`src/rtl/pedal_calibrate_smooth_defines.svh`:
```
// assertion macros shared by the pedal calibrate and smooth rtl
`ifndef PEDAL_CALIBRATE_SMOOTH_DEFINES_SVH
`define PEDAL_CALIBRATE_SMOOTH_DEFINES_SVH
`ifndef NO_ASSERTIONS
// checked outside reset only
`define PCS_ASSERT(lbl, prop, msg) \
    lbl: assert property (@(posedge clk) disable iff (!rst_n) prop) else $error(msg);
// checked at every edge, reset included
`define PCS_ASSERT_ALWAYS(lbl, prop, msg) \
    lbl: assert property (@(posedge clk) prop) else $error(msg);
`else
`define PCS_ASSERT(lbl, prop, msg)
`define PCS_ASSERT_ALWAYS(lbl, prop, msg)
`endif
`endif

```
`src/rtl/pcs_pkg.sv`:
```
package pcs_pkg;

    localparam int VAL_W      = 7;
    localparam int ECHO_W     = 10;
    localparam int CAL_LOW_W  = 10;
    localparam int CAL_HIGH_W = 11;
    localparam int DEN_W      = 12;
    localparam int QUO_W      = 8;
    localparam int DIV_STEPS  = 8;

    localparam logic [VAL_W-1:0]      MAP_MAX        = 7'd127;
    localparam logic [CAL_LOW_W-1:0]  CAL_LOW_RESET  = 10'd0;
    localparam logic [CAL_HIGH_W-1:0] CAL_HIGH_RESET = 11'd1024;

    // register index codes, taken from paddr[2]
    localparam logic REG_CAL_LOW  = 1'b0;
    localparam logic REG_CAL_HIGH = 1'b1;

    // classification of one sample, handed from front to back
    typedef struct packed {
        logic                  zero_q;
        logic [ECHO_W-1:0]     raw_echo;
        logic [CAL_HIGH_W-1:0] den_mag;
    } pcs_ctl_t;

endpackage

```
`src/rtl/pcs_front.sv`:
```
module pcs_front #(
    parameter int SAMPLE_BITS = 10,
    parameter int DIFF_W      = 10,
    parameter int NUM_W       = 17
) (
    input  logic [SAMPLE_BITS-1:0]         raw_sample,
    input  logic [pcs_pkg::CAL_LOW_W-1:0]  cal_low,
    input  logic [pcs_pkg::CAL_HIGH_W-1:0] cal_high,
    output pcs_pkg::pcs_ctl_t              ctl,
    output logic [NUM_W-1:0]               num_mag
);

    logic signed [DIFF_W:0]           diff_s;
    logic        [DIFF_W:0]           diff_neg;
    logic        [DIFF_W-1:0]         diff_mag;
    logic signed [pcs_pkg::DEN_W-1:0] den_s;
    logic        [pcs_pkg::DEN_W-1:0] den_neg;
    logic        [DIFF_W-1:0]         raw_ext;

    assign raw_ext  = DIFF_W'(raw_sample);
    assign diff_s   = $signed({1'b0, raw_ext}) - $signed((DIFF_W+1)'(cal_low));
    assign diff_neg = -diff_s;
    assign diff_mag = diff_s[DIFF_W] ? diff_neg[DIFF_W-1:0] : diff_s[DIFF_W-1:0];

    assign den_s   = $signed({1'b0, cal_high}) - $signed({2'b00, cal_low});
    assign den_neg = -den_s;

    // times 127 as a shift and subtract
    assign num_mag = {diff_mag, 7'd0} - NUM_W'(diff_mag);

    always_comb
    begin
        ctl.raw_echo = raw_ext[pcs_pkg::ECHO_W-1:0];
        ctl.den_mag  = den_s[pcs_pkg::DEN_W-1] ? den_neg[pcs_pkg::CAL_HIGH_W-1:0]
                                               : den_s[pcs_pkg::CAL_HIGH_W-1:0];
        // empty window, zero numerator or opposite signs all map to zero
        ctl.zero_q   = (den_s == '0) || (diff_s == '0) ||
                       (diff_s[DIFF_W] != den_s[pcs_pkg::DEN_W-1]);
    end

endmodule

```
`src/rtl/pcs_fifo.sv`:
```
`include "pedal_calibrate_smooth_defines.svh"

module pcs_fifo #(
    parameter int W = 8
) (
    input  logic         clk,
    input  logic         rst_n,
    input  logic         push,
    input  logic [W-1:0] wr_data,
    output logic         full,
    input  logic         pop,
    output logic [W-1:0] rd_data,
    output logic         empty
);

    logic [W-1:0] mem_reg [2];
    logic         wr_ptr_reg, wr_ptr_next;
    logic         rd_ptr_reg, rd_ptr_next;
    logic [1:0]   count_reg, count_next;
    logic         do_push, do_pop;

    assign full    = (count_reg == 2'd2);
    assign empty   = (count_reg == 2'd0);
    assign do_push = push && !full;
    assign do_pop  = pop && !empty;
    assign rd_data = mem_reg[rd_ptr_reg];

    always_comb
    begin
        wr_ptr_next = wr_ptr_reg ^ do_push;
        rd_ptr_next = rd_ptr_reg ^ do_pop;
        count_next  = count_reg + 2'(do_push) - 2'(do_pop);
    end

    always_ff @(posedge clk)
    begin
        if (do_push)
        begin
            mem_reg[wr_ptr_reg] <= wr_data;
        end
    end

    always_ff @(posedge clk or negedge rst_n)
    begin
        if (!rst_n)
        begin
            wr_ptr_reg <= 1'b0;
            rd_ptr_reg <= 1'b0;
            count_reg  <= 2'd0;
        end
        else
        begin
            wr_ptr_reg <= wr_ptr_next;
            rd_ptr_reg <= rd_ptr_next;
            count_reg  <= count_next;
        end
    end

    `PCS_ASSERT_ALWAYS(a_count_range, !rst_n || count_reg != 2'd3, "queue count out of range")
    `PCS_ASSERT(a_push_lands, do_push && !do_pop |=> !empty, "pushed entry lost")

endmodule

```
`src/rtl/pcs_back.sv`:
```
`include "pedal_calibrate_smooth_defines.svh"

module pcs_back #(
    parameter int NUM_W = 17
) (
    input  logic                         clk,
    input  logic                         rst_n,
    input  logic                         fifo_empty,
    input  pcs_pkg::pcs_ctl_t            fifo_ctl,
    input  logic [NUM_W-1:0]             fifo_num,
    output logic                         fifo_pop,
    output logic                         empty,
    input  logic                         pop,
    output logic [pcs_pkg::VAL_W-1:0]    pedal_value,
    output logic                         value_changed,
    output logic [pcs_pkg::ECHO_W-1:0]   raw_echo
);

    localparam int DV_W   = NUM_W + 1;
    localparam int STEP_W = $clog2(pcs_pkg::DIV_STEPS);

    localparam logic [1:0] S_IDLE   = 2'd0;
    localparam logic [1:0] S_DIV    = 2'd1;
    localparam logic [1:0] S_SMOOTH = 2'd2;

    logic [1:0]                  state_reg, state_next;
    logic [STEP_W-1:0]           step_reg, step_next;
    logic [DV_W-1:0]             rem_reg, rem_next;
    logic [DV_W-1:0]             dsh_reg, dsh_next;
    logic [pcs_pkg::QUO_W-1:0]   quo_reg, quo_next;
    logic                        zero_reg, zero_next;
    logic [pcs_pkg::ECHO_W-1:0]  echo_reg, echo_next;
    logic [pcs_pkg::VAL_W-1:0]   cur_reg, cur_next;
    logic [pcs_pkg::VAL_W-1:0]   newer_reg, newer_next;
    logic [pcs_pkg::VAL_W-1:0]   older_reg, older_next;
    logic                        out_valid_reg, out_valid_next;
    logic [pcs_pkg::VAL_W-1:0]   out_value_reg, out_value_next;
    logic                        out_changed_reg, out_changed_next;
    logic [pcs_pkg::ECHO_W-1:0]  out_echo_reg, out_echo_next;

    logic                        ge;
    logic                        slot_free;
    logic [pcs_pkg::VAL_W-1:0]   mapped;
    logic [pcs_pkg::VAL_W+1:0]   sum;
    logic [pcs_pkg::VAL_W-1:0]   avg;

    assign ge        = (rem_reg >= dsh_reg);
    assign slot_free = !out_valid_reg || pop;
    assign mapped    = zero_reg ? '0 :
                       quo_reg[pcs_pkg::QUO_W-1] ? pcs_pkg::MAP_MAX
                                                 : quo_reg[pcs_pkg::VAL_W-1:0];
    assign sum       = 9'(older_reg) + 9'(newer_reg) + 9'(cur_reg) + 9'(mapped);
    assign avg       = sum[pcs_pkg::VAL_W+1:2];

    assign empty         = !out_valid_reg;
    assign pedal_value   = out_value_reg;
    assign value_changed = out_changed_reg;
    assign raw_echo      = out_echo_reg;

    always_comb
    begin
        state_next       = state_reg;
        step_next        = step_reg;
        rem_next         = rem_reg;
        dsh_next         = dsh_reg;
        quo_next         = quo_reg;
        zero_next        = zero_reg;
        echo_next        = echo_reg;
        cur_next         = cur_reg;
        newer_next       = newer_reg;
        older_next       = older_reg;
        out_valid_next   = out_valid_reg && !pop;
        out_value_next   = out_value_reg;
        out_changed_next = out_changed_reg;
        out_echo_next    = out_echo_reg;
        fifo_pop         = 1'b0;

        unique case (state_reg)
            S_IDLE:
            begin
                if (!fifo_empty)
                begin
                    fifo_pop   = 1'b1;
                    rem_next   = DV_W'(fifo_num);
                    dsh_next   = DV_W'({fifo_ctl.den_mag, 7'd0});
                    quo_next   = '0;
                    step_next  = '0;
                    zero_next  = fifo_ctl.zero_q;
                    echo_next  = fifo_ctl.raw_echo;
                    state_next = fifo_ctl.zero_q ? S_SMOOTH : S_DIV;
                end
            end
            S_DIV:
            begin
                // restoring step; top quotient bit set means saturate
                if (ge)
                begin
                    rem_next = rem_reg - dsh_reg;
                end
                quo_next  = {quo_reg[pcs_pkg::QUO_W-2:0], ge};
                dsh_next  = dsh_reg >> 1;
                step_next = step_reg + 1'b1;
                if (step_reg == STEP_W'(pcs_pkg::DIV_STEPS - 1))
                begin
                    state_next = S_SMOOTH;
                end
            end
            S_SMOOTH:
            begin
                if (slot_free)
                begin
                    out_changed_next = 1'b0;
                    out_value_next   = cur_reg;
                    if (mapped != cur_reg)
                    begin
                        older_next = newer_reg;
                        newer_next = cur_reg;
                        if (avg != cur_reg)
                        begin
                            cur_next         = avg;
                            out_value_next   = avg;
                            out_changed_next = 1'b1;
                        end
                    end
                    out_echo_next  = echo_reg;
                    out_valid_next = 1'b1;
                    state_next     = S_IDLE;
                end
            end
            default:
            begin
                state_next = S_IDLE;
            end
        endcase
    end

    always_ff @(posedge clk)
    begin
        step_reg        <= step_next;
        rem_reg         <= rem_next;
        dsh_reg         <= dsh_next;
        quo_reg         <= quo_next;
        zero_reg        <= zero_next;
        echo_reg        <= echo_next;
        out_value_reg   <= out_value_next;
        out_changed_reg <= out_changed_next;
        out_echo_reg    <= out_echo_next;
    end

    always_ff @(posedge clk or negedge rst_n)
    begin
        if (!rst_n)
        begin
            state_reg     <= S_IDLE;
            cur_reg       <= '0;
            newer_reg     <= '0;
            older_reg     <= '0;
            out_valid_reg <= 1'b0;
        end
        else
        begin
            state_reg     <= state_next;
            cur_reg       <= cur_next;
            newer_reg     <= newer_next;
            older_reg     <= older_next;
            out_valid_reg <= out_valid_next;
        end
    end

    // a waiting result always shows the live smoothed value
    `PCS_ASSERT(a_out_tracks_cur, out_valid_reg |-> out_value_reg == cur_reg, "result stale")
    `PCS_ASSERT(a_out_held, out_valid_reg && !pop |=> !empty && $stable(raw_echo), "result lost")

endmodule

```
`src/rtl/pedal_calibrate_smooth.sv`:
```
// channel   direction  handshake                  payload
// config    in         psel penable pwrite pready paddr pwdata / prdata
// sample    in         push / full                raw_sample
// result    out        empty / pop                pedal_value value_changed raw_echo
//
// a sample is written into a two-entry queue; the back end then takes it,
// runs an eight-step restoring divider and a smoothing step, and skips the
// divider when the mapped value is trivially zero.
// a result waits in the output register until popped; the next sample is
// divided meanwhile, and stalls only at the smoothing step.
// asynchronous active-low reset clears calibration to 0..1024 and history to 0.
module pedal_calibrate_smooth #(
    parameter int SAMPLE_BITS = 10
) (
    input  logic                       clk,
    input  logic                       rst_n,
    input  logic                       psel,
    input  logic                       penable,
    input  logic                       pwrite,
    input  logic [2:0]                 paddr,
    input  logic [31:0]                pwdata,
    output logic [31:0]                prdata,
    output logic                       pready,
    input  logic                       push,
    output logic                       full,
    input  logic [SAMPLE_BITS-1:0]     raw_sample,
    output logic                       empty,
    input  logic                       pop,
    output logic [pcs_pkg::VAL_W-1:0]  pedal_value,
    output logic                       value_changed,
    output logic [pcs_pkg::ECHO_W-1:0] raw_echo
);

    localparam int DIFF_W  = (SAMPLE_BITS > pcs_pkg::CAL_LOW_W) ? SAMPLE_BITS
                                                                : pcs_pkg::CAL_LOW_W;
    localparam int NUM_W   = DIFF_W + 7;
    localparam int CTL_W   = $bits(pcs_pkg::pcs_ctl_t);
    localparam int ENTRY_W = CTL_W + NUM_W;

    logic [pcs_pkg::CAL_LOW_W-1:0]  cal_low_reg, cal_low_next;
    logic [pcs_pkg::CAL_HIGH_W-1:0] cal_high_reg, cal_high_next;
    logic                           wr_en;

    pcs_pkg::pcs_ctl_t front_ctl;
    logic [NUM_W-1:0]  front_num;
    logic [ENTRY_W-1:0] q_rd_data;
    logic              q_empty;
    logic              q_pop;

    assign pready = 1'b1;
    assign wr_en  = psel && penable && pwrite && pready;

    always_comb
    begin
        cal_low_next  = cal_low_reg;
        cal_high_next = cal_high_reg;
        prdata        = '0;
        unique case (paddr[2])
            pcs_pkg::REG_CAL_LOW:
            begin
                prdata = 32'(cal_low_reg);
                if (wr_en)
                begin
                    cal_low_next = pwdata[pcs_pkg::CAL_LOW_W-1:0];
                end
            end
            pcs_pkg::REG_CAL_HIGH:
            begin
                prdata = 32'(cal_high_reg);
                if (wr_en)
                begin
                    cal_high_next = pwdata[pcs_pkg::CAL_HIGH_W-1:0];
                end
            end
            default:
            begin
                prdata = '0;
            end
        endcase
    end

    always_ff @(posedge clk or negedge rst_n)
    begin
        if (!rst_n)
        begin
            cal_low_reg  <= pcs_pkg::CAL_LOW_RESET;
            cal_high_reg <= pcs_pkg::CAL_HIGH_RESET;
        end
        else
        begin
            cal_low_reg  <= cal_low_next;
            cal_high_reg <= cal_high_next;
        end
    end

    pcs_front #(
        .SAMPLE_BITS (SAMPLE_BITS),
        .DIFF_W      (DIFF_W),
        .NUM_W       (NUM_W)
    ) u_front (
        .raw_sample (raw_sample),
        .cal_low    (cal_low_reg),
        .cal_high   (cal_high_reg),
        .ctl        (front_ctl),
        .num_mag    (front_num)
    );

    pcs_fifo #(
        .W (ENTRY_W)
    ) u_fifo (
        .clk     (clk),
        .rst_n   (rst_n),
        .push    (push),
        .wr_data ({front_ctl, front_num}),
        .full    (full),
        .pop     (q_pop),
        .rd_data (q_rd_data),
        .empty   (q_empty)
    );

    pcs_back #(
        .NUM_W (NUM_W)
    ) u_back (
        .clk           (clk),
        .rst_n         (rst_n),
        .fifo_empty    (q_empty),
        .fifo_ctl      (pcs_pkg::pcs_ctl_t'(q_rd_data[ENTRY_W-1:NUM_W])),
        .fifo_num      (q_rd_data[NUM_W-1:0]),
        .fifo_pop      (q_pop),
        .empty         (empty),
        .pop           (pop),
        .pedal_value   (pedal_value),
        .value_changed (value_changed),
        .raw_echo      (raw_echo)
    );

endmodule
```
`config.mk`:
```
export PLATFORM = sky130hd
export DESIGN_NAME = pedal_calibrate_smooth
export DESIGN_NICKNAME = d
export VERILOG_FILES = /design/src/rtl/pcs_pkg.sv /design/src/rtl/pcs_front.sv /design/src/rtl/pcs_fifo.sv /design/src/rtl/pcs_back.sv /design/src/rtl/pedal_calibrate_smooth.sv
export VERILOG_INCLUDE_DIRS = /design/src /design/src/rtl
export SDC_FILE = /design/constraint.sdc
export NUM_CORES = 1
export LEC_CHECK = 0
export BUFFER_PORTS_ARGS = -buffer_cell sky130_fd_sc_hd__clkbuf_2
export CAP_MARGIN = 20
export CORE_MARGIN = 2
export CORE_UTILIZATION = 25
export CTS_CLUSTER_SIZE = 40
export DETAILED_ROUTE_END_ITERATION = 8
export MAX_ROUTING_LAYER = met4
export SLEW_MARGIN = 10
export SYNTH_ARGS = -nofsm -noshare
export SYNTH_HDL_FRONTEND = slang
export SYNTH_HIERARCHICAL = 1
export SYNTH_SLANG_ARGS = --single-unit
```
`constraint.sdc`:
```
create_clock -name clk -period 5.47 [get_ports clk]
set_input_delay 0.547 -clock clk [delete_from_list [all_inputs] [get_ports clk]]
set_output_delay 0.547 -clock clk [all_outputs]
set_load 0.1 [all_outputs]
```
======== After elaboration in Yosys (flattened, before gate mapping) ========
Memories as Yosys holds them, arrays and structs flattened.
Cells that the tools add are included.
storage, ports and cells
  register bits after elaboration ......... 125
  memory bits (writable) .................. 78
  input port bits ......................... 52
  output and inout bits ................... 53
  word-level logic and storage cells ...... 101
  memories ................................ 1
cells by class
  add/sub/neg operators ................... 12
  magnitude comparators ................... 1
  equal/unequal tests ..................... 11
  mux-type cells .......................... 28
  bitwise gates (word level) .............. 4
  reductions and logical operators ........ 25
memories
  memory          depth  bits a word  read ports  clocked after memory_dff  write ports  line            RTL
  u_fifo.mem_reg  2      39           1           0                         1            pcs_fifo.sv:16  logic [W-1:0] mem_reg [2];
operators with widths
  cell                              count
  case mux 18 bit (2 select lines)  2
  case mux 32 bit (2 select lines)  1
  two-way mux 18 bit                3
  two-way mux 7 bit                 4
  adder 9 x 7 -> 9 bit              2
  >= comparator 18 bit              1
  subtractor 18 bit                 1
  subtractor 17 x 10 -> 17 bit      1
  case mux 8 bit (2 select lines)   1
  inequality test 7 bit             2
  logical NOT 12 bit                1
  subtractor 11 x 10 -> 12 bit      1
  logical NOT 11 bit                1
  two-way mux 11 bit                1
  negation 11 bit                   1
  subtractor 10 x 10 -> 11 bit      1
  two-way mux 10 bit                1
  negation 10 bit                   1
  AND reduction 2 bit               5
  AND reduction 3 bit               3
  adder 7 x 7 -> 8 bit              1
  two-way mux 2 bit                 4
  two-way mux 8 bit                 1
  two-way mux 1 bit                 7
  other kinds (19)                  34

======== Depth between registers and ports, before layout ========
  word-level depth ........................ 6
  depth in mapped cells ................... 18
  depth with buffers taken out ............ 18

======== By module ========
Netlist, hierarchy kept.
modules (own cells, without submodules)
  module                  times used  cells each  area each (µm²)  seq. area each (µm²)
  pcs_back                1           497         5,662.9          2,882.8
  pcs_fifo                1           141         3,045.4          2,442.3
  pcs_front               1           290         2,107.0          0.0
  pedal_calibrate_smooth  1           82          1,141.1          526.8

======== Worst setup path after synthesis ========
OpenSTA, ideal clock, no wires.
  kind .................................... register -> register
  start point ............................. register u_back/cur_reg[1] (netlist bit)
  end point ............................... register u_back.out_value_reg (netlist bit u_back/pedal_value[0]), data pin
  setup time .............................. 260 ps
  data arrival time ....................... 4,202 ps
  data required time ...................... 5,210 ps
  setup slack ............................. 1,008 ps
  stages on the path, launching flop included .. 15
  path buffers ............................ 0
  clock period less this slack ............ 4,462 ps
  cells stage by stage .................... dfrtp_1 -> inv_1 -> fa_1 -> inv_1 -> fa_1 -> o21ai_0 -> nor3b_1 -> fa_1 -> a211oi_1 -> nor3b_2 -> mux2i_1 -> or4_1 -> or4_4 -> o21bai_4 -> mux2_2
on the way
  longest elaborated chain between the ends .. 5
  elaborated cells on any way between the ends .. 6
  classes of those cells .................. add/sub (2); eq/ne (2); mux (2)
ends and longest elaborated chain
  what                                line             RTL
  from (decl)                         pcs_back.sv:33   logic [pcs_pkg::VAL_W-1:0] cur_reg, cur_next;
  from (signal assigned)              pcs_back.sv:163  cur_reg <= cur_next;
  adder 9 x 7 -> 9 bit (2 in series)  pcs_back.sv:52   assign sum = 9'(older_reg) + 9'(newer_reg) + 9'(cur_reg) + 9'(mapped);
  inequality test 7 bit               pcs_back.sv:118  if (avg != cur_reg)
  two-way mux 7 bit                   pcs_back.sv:118
  two-way mux 7 bit (*)               --
  to (signal assigned)                pcs_back.sv:145  out_value_reg <= out_value_next;
  to (decl)                           pcs_back.sv:37   logic [pcs_pkg::VAL_W-1:0] out_value_reg, out_value_next;
Every way passes the cells marked *; elsewhere a longest branch is shown, timed or not.
A chain may end at the register's enable or synchronous reset.

======== Worst setup path after layout ========
  start point ............................. register u_back/cur_reg[1] (netlist bit)
  end point ............................... register u_back.out_value_reg (netlist bit u_back/pedal_value[1]), data pin
Same word-level chain as after synthesis.

==> results.yml <==
place:
  gp_congestion: 0.8580
  placed_cell_area_sq_um: 12730
  port_buffers: 59
  dp.cells: 1647
  place_hpwl_microns: 17180
final_layout:
  fin_nets: 1181
  syn_to_final_growth_pct: 12.49
  final_cell_mix: "edfxtp_1, mux2_2, inv_1"
  fill_cells: 4947
  final_cells: 1686
  largest_reg_flops: 78
  mostFrequentLayoutCell: "edfxtp_1"
  finalInstanceArea_sq_um: 13450
  n_antenna_cell: 0
  layout-drive-gt1-share_pct: 21.48
setup_path:
  path_cells: "inv_1 > fa_1 > inv_1 > fa_1 > o21ai_0 > nor3b_1 > fa_1 > a211oi_1 > nor3b_2 > mux2i_1 > or4_1 > or4_4 > o21bai_4 > mux2_2"
  slowest_stage: "or4_4"
  crit_type: "flop to flop"
  max_stage_delay_ns: 0.58
  cp_max_fo: 6
  endpoint_kind: "flop"
  worstPathRequired_ns: 5.72
  r2r_cells: 14
  timing.critical_path.mode_cell: "fa_1"
  critPathLaunchType: "flop"
  critPathArrivalTime_ns: 5.03
synth:
  synth_ff_type: "edfxtp_1"
  ys_seq_area_share_pct: 48.94
  syn_inst: 1010
  ys_top_cells_by_area: "edfxtp_1, dfrtp_1, mux2_2"
  synth_edf_count: 154
  netlist_area_sq_um: 11960
  synth_top_area_cell: "edfxtp_1"
  ys_warn_count: 6
  ys_ff_latch: 203
  netlist.area_leader.share_pct: 38.68
  syn_avg_cell_area_sq_um: 11.84
  synthArstFlopShare_pct: 24.14
  synth_cell_types: 91
clocking:
  clockBufferDepth: 3
  clockRootBuffer: "clkbuf_16"
  cts_tree: "yes"
  clkSinkCount: 203
  postCtsSetupBuffers: 0
  cts.hold.buffers_added: 0
  ctsResizeCount: 0
  clkSlewWorstSetupHoldPaths_ns: 0.06
  clock_latency_ns: 0.51
  cts_inserted_buffers: 21
  cts_max_level: 1
detailed_routing:
  avgViaCountPerCell: 4.445
  remaining_drc_errors: 0
  vias: 7495
  detail_route.wirelength_microns: 23910
  wl_per_cell_microns: 14.18
  dr.pass1.iters: 5
  drt.antenna.violating_nets: 0
  drt_iter0_markers: 489
die:
  die-area_sq_um: 49590
  coreArea_sq_um: 47450
  rows: 80
  start_util_pct: 25.20
  ioPinCount: 105
  die_x_microns: 222.7
  dieHeight_microns: 222.7
global_route:
  grt_pass1_wl_microns: 39320
  overflow: 0
  grt_usage_pct: 9.946
  grt_max_degree: 68
  antenna_found_initial: 0
  grt_pass1_vias: 7592
run_status:
  status: "complete, no violations"
job:
  drv_cap: 0
sta:
  rsz0062_at_grt: "false"
  finalHoldViolations: 0
  timing.final.crit_share_pct: 87.34
  setup_viol: 0
  slew_violations: 0
  fin_crit_ns: 4.778
  clock_skew_ns: 0.01327
  fin_tns_setup_ns: 0
  whs_ns: 0.1755
  worst_pin_slew_ns: 1.019
  slew_headroom_pct: 32.05
  clock.fmax_mhz: 209.3
worst_hold_path:
  hp-class: "input port to async pin"
[layout make-up]
type                       count  area (sq um)  share of cell area [%]
clock buffer                  23         533.0                   3.963
clock inverter                15         180.2                   1.340
inverter                      68         255.2                   1.898
multi-input combinational    695          5508                   40.95
sequential                   203          5852                   43.51
tap                          615         769.5                   5.721
timing repair buffer          67         352.8                   2.623
[synthesized netlist by cell type, types with 7 or more instances]
library cell / number
edfxtp_1: 154
mux2_2: 82
inv_1: 68
nand2_1: 63
nor2_1: 59
ha_1: 56
o21ai_0: 54
dfrtp_1: 48
xnor2_1: 48
a21oi_1: 38
buf_4: 35
nor3_1: 23
xor2_1: 20
fa_1: 17
and2_1: 16
nand3_1: 15
clkbuf_1: 14
o21a_1: 14
a21o_1: 10
mux2_4: 10
o31ai_1: 8
nand2b_1: 7
or3_1: 7
[per-layer routing]
layer	wire length (microns)	vias up	GRT usage, %
li1	-	3705	-
met1	11430	3608	13.19
met2	11120	149	15.78
met3	880	33	1.878
met4	480	0	2.230
met5	0	-	-
[worst paths after layout]
check	start	to	slack (ns)
max in group asynchronous	rst_n	cal_high_reg[8]$_DFFE_PN0P_	4.82
hold reg to reg	u_back/echo_reg[3]$_DFFE_PP_	u_back/raw_echo[3]$_DFFE_PP_	0.42
min in group clk	pop	u_back/out_valid_reg$_DFF_PN0_	0.24
setup / recovery	u_back/cur_reg[1]$_DFFE_PN0P_	u_back/pedal_value[1]$_DFFE_PP_	0.69
hold / removal	rst_n	u_back/cur_reg[3]$_DFFE_PN0P_	0.18
setup reg to reg	u_back/cur_reg[1]$_DFFE_PN0P_	u_back/pedal_value[1]$_DFFE_PP_	0.69
[metrics by stage]
| step | setup slack, ns | util [%] |
|---|---|---|
| 2_1_floorplan | 1.008 | - |
| 3_3_place_gp | 0.7111 | 26.84 |
| 3_5_place_dp | 0.6997 | 26.84 |
| 4_1_cts | 0.6599 | 28.34 |
| 5_1_grt | 0.4097 | 28.35 |
| 6_report | 0.6924 | 28.35 |
[cell families (layout without fill, tap and decap cells)]
| group | Yosys count | count (layout) | share of synthesized area (%) |
|---|---|---|---|
| muxes | 98 | 98 | 9.481 |
| and+or+nand+nor | 241 | 241 | 10.46 |
| DFF | 203 | 203 | 48.94 |
| buffers and inverters | 132 | 173 | 5.776 |
| adders and majority gates | 73 | 73 | 8.707 |
| xor gates and xnor gates | 72 | 72 | 5.588 |
| AOI/OAI and AO/OA | 189 | 189 | 10.98 |
| other | 2 | 22 | 0.06281 |
[worst max-delay path, delay by kind of cell, from the launching register on]
kind | cells | cell delay, ns
DFF | 1 | 0.42
adders and majority gates | 3 | 1.45
buffers and inverters | 2 | 0.19
muxes | 2 | 0.47
and+or+nand+nor | 4 | 1.31
AOI/OAI and AO/OA | 3 | 0.68
Power is not shown: default switching activity piles up to over one toggle a cycle in this logic, so the estimate is an artifact.
